==> config.mk <==
export PLATFORM = sky130hd
export DESIGN_NAME = v3n_sqrt
export DESIGN_NICKNAME = d
export VERILOG_FILES = /design/src/hdl/v3n_pkg.sv /design/src/hdl/v3n_sqrt.sv
export SDC_FILE = /design/constraint.sdc
export NUM_CORES = 2
export LEC_CHECK = 0
export BUFFER_PORTS_ARGS = -buffer_cell sky130_fd_sc_hd__clkbuf_2
export CAP_MARGIN = 20
export CORE_ASPECT_RATIO = 1.4
export CORE_MARGIN = 4
export CORE_UTILIZATION = 60
export DETAILED_ROUTE_END_ITERATION = 12
export PLACE_DENSITY = 0.76
export SLEW_MARGIN = 10
export SYNTH_ARGS = -nofsm -noshare
export SYNTH_HDL_FRONTEND = slang
export SYNTH_SLANG_ARGS = --single-unit
==> constraint.sdc <==
create_clock -name aclk -period 8.36 [get_ports aclk]
set_clock_uncertainty 0.2 [all_clocks]
set_input_delay 1.672 -clock aclk [delete_from_list [all_inputs] [get_ports aclk]]
set_output_delay 1.672 -clock aclk [all_outputs]
set_load 0.005 [all_outputs]
==> src/hdl/v3n_pkg.sv <==
// Shared widths, register codes and result type for vector3_normalize.
// No dependencies; every module of the block imports it.
package v3n_pkg;

    localparam int VEC_W             = 32;
    localparam int NUM_LANES         = 3;
    localparam int UNIT_FRAC         = 30;
    localparam int SUM_W             = 64;
    localparam int ROOT_W            = 32;
    localparam int NUM_W             = 62;
    localparam int QUO_W             = 31;
    localparam int TINY_W            = 16;
    localparam int FLUSH_W           = 31;
    localparam int CFG_DATA_W        = 31;
    localparam int FRACTION_BITS_DEF = 16;

    localparam logic [TINY_W-1:0]  TINY_RST  = 16'd7;
    localparam logic [FLUSH_W-1:0] FLUSH_RST = 31'd107374;
    localparam logic [QUO_W-1:0]   UNIT_ONE  = 31'h4000_0000;

    typedef enum logic {
        CFG_TINY_MAG  = 1'b0,
        CFG_FLUSH_THR = 1'b1
    } cfg_index_t;

    typedef struct packed {
        logic signed [VEC_W-1:0] unit_x;
        logic signed [VEC_W-1:0] unit_y;
        logic signed [VEC_W-1:0] unit_z;
        logic [ROOT_W-1:0]       length;
        logic                    tiny_flag;
    } result_t;

endpackage

==> src/hdl/v3n_sqrt.sv <==
// Pipelined integer square root, one result bit per register stage.
// Depends on v3n_pkg; side data travels alongside each radicand.
module v3n_sqrt import v3n_pkg::*; #(
    parameter int SIDE_W = 1
) (
    input  logic              aclk,
    input  logic              aresetn,
    input  logic              en,
    input  logic              in_valid,
    input  logic [SUM_W-1:0]  in_rad,
    input  logic [SIDE_W-1:0] in_side,
    output logic              out_valid,
    output logic [ROOT_W-1:0] out_root,
    output logic [SIDE_W-1:0] out_side
);

    localparam int REM_W = ROOT_W + 3;

    logic [ROOT_W-1:0] valid_reg;
    logic [SUM_W-1:0]  rad_reg   [ROOT_W];
    logic [SIDE_W-1:0] side_reg  [ROOT_W];
    logic [REM_W-1:0]  rem_reg   [ROOT_W];
    logic [REM_W-1:0]  rem_next  [ROOT_W];
    logic [ROOT_W-1:0] root_reg  [ROOT_W];
    logic [ROOT_W-1:0] root_next [ROOT_W];

    genvar k;
    for (k = 0; k < ROOT_W; k++) begin : g_step
        logic [SUM_W-1:0]  rad_prev;
        logic [REM_W-1:0]  rem_prev;
        logic [REM_W-1:0]  rem_sh;
        logic [REM_W-1:0]  trial;
        logic [ROOT_W-1:0] root_prev;
        logic              ge;

        if (k == 0) begin : g_first
            assign rad_prev  = in_rad;
            assign rem_prev  = '0;
            assign root_prev = '0;
        end else begin : g_rest
            assign rad_prev  = rad_reg[k-1];
            assign rem_prev  = rem_reg[k-1];
            assign root_prev = root_reg[k-1];
        end

        // bring down the next two radicand bits, try root*4+1
        assign rem_sh       = {rem_prev[REM_W-3:0], rad_prev[2*(ROOT_W-1-k)+1 -: 2]};
        assign trial        = {1'b0, root_prev, 2'b01};
        assign ge           = (rem_sh >= trial);
        assign rem_next[k]  = ge ? (rem_sh - trial) : rem_sh;
        assign root_next[k] = {root_prev[ROOT_W-2:0], ge};
    end

    always_ff @(posedge aclk) begin
        if (!aresetn) begin
            valid_reg <= '0;
        end else if (en) begin
            valid_reg <= {valid_reg[ROOT_W-2:0], in_valid};
        end
    end

    always_ff @(posedge aclk) begin
        if (en) begin
            rad_reg[0]  <= in_rad;
            side_reg[0] <= in_side;
            for (int i = 1; i < ROOT_W; i++) begin
                rad_reg[i]  <= rad_reg[i-1];
                side_reg[i] <= side_reg[i-1];
            end
            rem_reg  <= rem_next;
            root_reg <= root_next;
        end
    end

    assign out_valid = valid_reg[ROOT_W-1];
    assign out_root  = root_reg[ROOT_W-1];
    assign out_side  = side_reg[ROOT_W-1];

endmodule

==> impl_results.md <==
- Vias in the first global route: 72100
- Final Util: 66.2%
- Mapped Area: 118000 um^2
- Static leakage: 49.5 nW
- Final worst path period need: 4650 ps
- GRT overflow: 0
- Die area: 204000 um^2
- #FFs+latches synth: 2559
- Setup TNS: 0 ps
- RR Endpoint: g_step[31].rem_prev[21]$_DFFE_PP_
- Crit path DAT: 5090 ps
- Initial DRC Count: 4637
- Hold depth: 0
- RSZ-0062 raised after global routing: false
- Postcts setup bufs: 0
- Initial antenna violation count: 2
- Status: completed
- Startpoint Class: flip-flop
- CP cell instances: ha_1, a21oi_1, nand2_1, a311oi_1, a2111oi_0, o32ai_1, o211ai_1, a221o_1, a21oi_4, buf_4, mux2_2
- Largest cells by area after synthesis: edfxtp_1 64%, ha_1 5.9%, xnor2_1 3.0%, xor2_1 2.9%, a21oi_1 2.4%
- Layout area overhead: 9.61%
- Max Fclk: 215 MHz
- Distinct cells, synth: 86
- CTS clk-pin slew, worst paths: 70 ps
- Worst R2R Path Depth: 11
- CORE AREA: 196000 um^2
- H-tree levels: 4
- Via Count: 71100
- Clock root cell: clkbuf_16
- Starting density of the core: 60.4%
- Fillers: 14000
- Hold EP: rad_reg[1][324]$_DFFE_PP_
- Critical Path Max Stage Delay: 540 ps
- Final antenna-violating net count: 0
- Post-cts resize count: 0
- Post-synth top area cell: edfxtp_1
- Die extent in y: 533 um
- Gp weighted congestion: 0.945
- Port Buf Inserts: 102
- Min-delay worst type: reg2reg
- First-pass GRT wire length: 383000 um
- Fraction of registers with async set/reset: 0%
- Longest Clk Path Bufs: 4
- Max-slew headroom: 25.1%
- Slew Limit Fails: 0
- Kind of critical path: reg2reg
- FP Rows: 192
- # DRC: 0
- Most frequent cell after synthesis: edfxtp_1
- Vias per inst: 5.83
- Largest net degree at the start of global routing: 201
- Hold_sp: rad_reg[1][260]$_DFFE_PP_
- Period utilization: 55.7%
- DR pass1 iterations: 9
- Sink Count: 2559
- Syn_nets: 9775
- Syn Inst Count: 9145
- Most common library cells after synthesis: 2527 x edfxtp_1, 716 x inv_1, 616 x nand2_1
- Top FF cell, synth: edfxtp_1
- Per-cell routed wire length: 20.1 um
- Crit-path slowest cell: o32ai_1
- Layout cells sized above 1: 7.02%
- HPWL Detailed: 176000 um
- Final nets: 9993
- Peak fanout along the critical path: 44
- Post-synth top area share: 64.2%
- Clock Latency Late Sink: 860 ps
- Total track usage: 23.6%
- Slew @ Worst Pin: 1120 ps
- Yosys warning count: 0
- Hold buffers post-CTS: 0
- CP required: 8800 ps
- Setup Viol. Count Final: 0
- Sequential element share of the synthesized area: 64.7%
- CTS tree: built
- PwrDens: 271 nW/um^2
- Final Hold Viols: 0
- Max Cap Viol: 0
- Max VDD drop: 0.000210 V
- Syn avg cell area: 12.9 um^2
- Reg-to-reg slack, setup: 3710 ps
- Drt total wl: 244000 um
- EDFF count, synth: 2527
- IO Count: 103
- Num CTS Buffers: 238
- Crit end category: flip-flop
- Die X: 383 um
- Reg-to-Reg Start: g_step[30].rem_prev[1]$_DFFE_PP_
- Max reg flops: 992
## worst max path at each step
stage / from / to / slack, ps / depth (start not counted)
after floorplan: g_step[30].rem_prev[7]$_DFFE_PP_ / g_step[31].rem_prev[21]$_DFFE_PP_ / 4510 / 12
after global placement: g_step[30].rem_prev[1]$_DFFE_PP_ / g_step[31].rem_prev[21]$_DFFE_PP_ / 3840 / 11
after detailed placement: g_step[30].rem_prev[1]$_DFFE_PP_ / g_step[31].rem_prev[21]$_DFFE_PP_ / 3800 / 11
after CTS: g_step[30].rem_prev[1]$_DFFE_PP_ / g_step[31].rem_prev[21]$_DFFE_PP_ / 3750 / 11
after global routing: g_step[30].rem_prev[1]$_DFFE_PP_ / g_step[31].rem_prev[21]$_DFFE_PP_ / 3350 / 11
final: g_step[30].rem_prev[1]$_DFFE_PP_ / g_step[31].rem_prev[21]$_DFFE_PP_ / 3710 / 11
## layout make-up
cell class                 instances  area, um^2  share of cell area [%]
multi-input combinational       5691       38500                    29.7
clock buffer                     281        6180                    4.77
timing repair buffer             157        1120                   0.865
tap                             2619        3280                    2.53
inverter                         716        2690                    2.07
antenna                            3        7.51                 0.00579
clock inverter                   151        1400                    1.08
sequential                      2559       76500                    59.0
## kinds of logic after synthesis
kind of cell / synth area share (%)
AOI/OAI and AO/OA: 9.50
xor gates and xnor gates: 5.84
adders and majority gates: 5.93
buffers and inverters: 2.86
DFF: 64.7
muxes: 1.13
other: 0.00317
and+or+nand+nor: 10.0
## through the flow
stage               hold WS [ps]  instance area, um^2  instances  power, mW  setup WS, ps
finish                       198               130000      12200       35.2          3710
global route                 214               130000      12200       36.9          3350
CTS                          200               130000      12200       35.4          3750
detailed placement           205               122000      11700       24.8          3800
global placement             200               122000      11700       24.6          3840
floorplan                    200               118000       9145       22.4          4510
## critical path: cells and delay by family, from the launching register on
kind / cells / cell delay (ps)
simple gates: 1 / 100
buf+inv: 1 / 450
mux: 1 / 390
flops: 1 / 410
fa+ha+maj: 1 / 400
compound gates: 7 / 2410
## layout by cell type (no fill, tap or decap), types with 32 or more instances in the layout
master	instances
edfxtp_1	2527
inv_1	716
nand2_1	616
a21oi_1	577
nor2_1	577
ha_1	561
o21ai_0	483
xnor2_1	399
xor2_1	390
clkbuf_16	241
a21o_1	229
nor3_1	219
nand3_1	145
nand2b_1	115
nor2b_1	115
nor4_1	110
clkbuf_2	101
o21a_1	100
or3_1	87
nand4_1	83
mux2_2	77
or4_1	60
or2_2	59
clkinv_1	59
o21bai_1	56
o31ai_1	55
and3_1	53
mux2i_1	47
and2_1	43
a211oi_1	42
a31oi_1	42
clkbuf_1	40
buf_4	40
clkinv_2	36
dfxtp_1	32
## routing by layer
metal	track usage [%]	vias to the layer above	share of wire, %
met5	0	-	0.0053
met4	14.4	2	7.0
met2	44.9	1906	54
met3	2.82	778	3.7
met1	24.6	34200	35
li1	-	34100	-
## where the power goes
group	switching (mW)	internal, mW
clock network	4.58	5.98
registers	1.16	16.2
logic	4.24	3.06
total	9.97	25.2
Power figures use the tool's default switching activity.
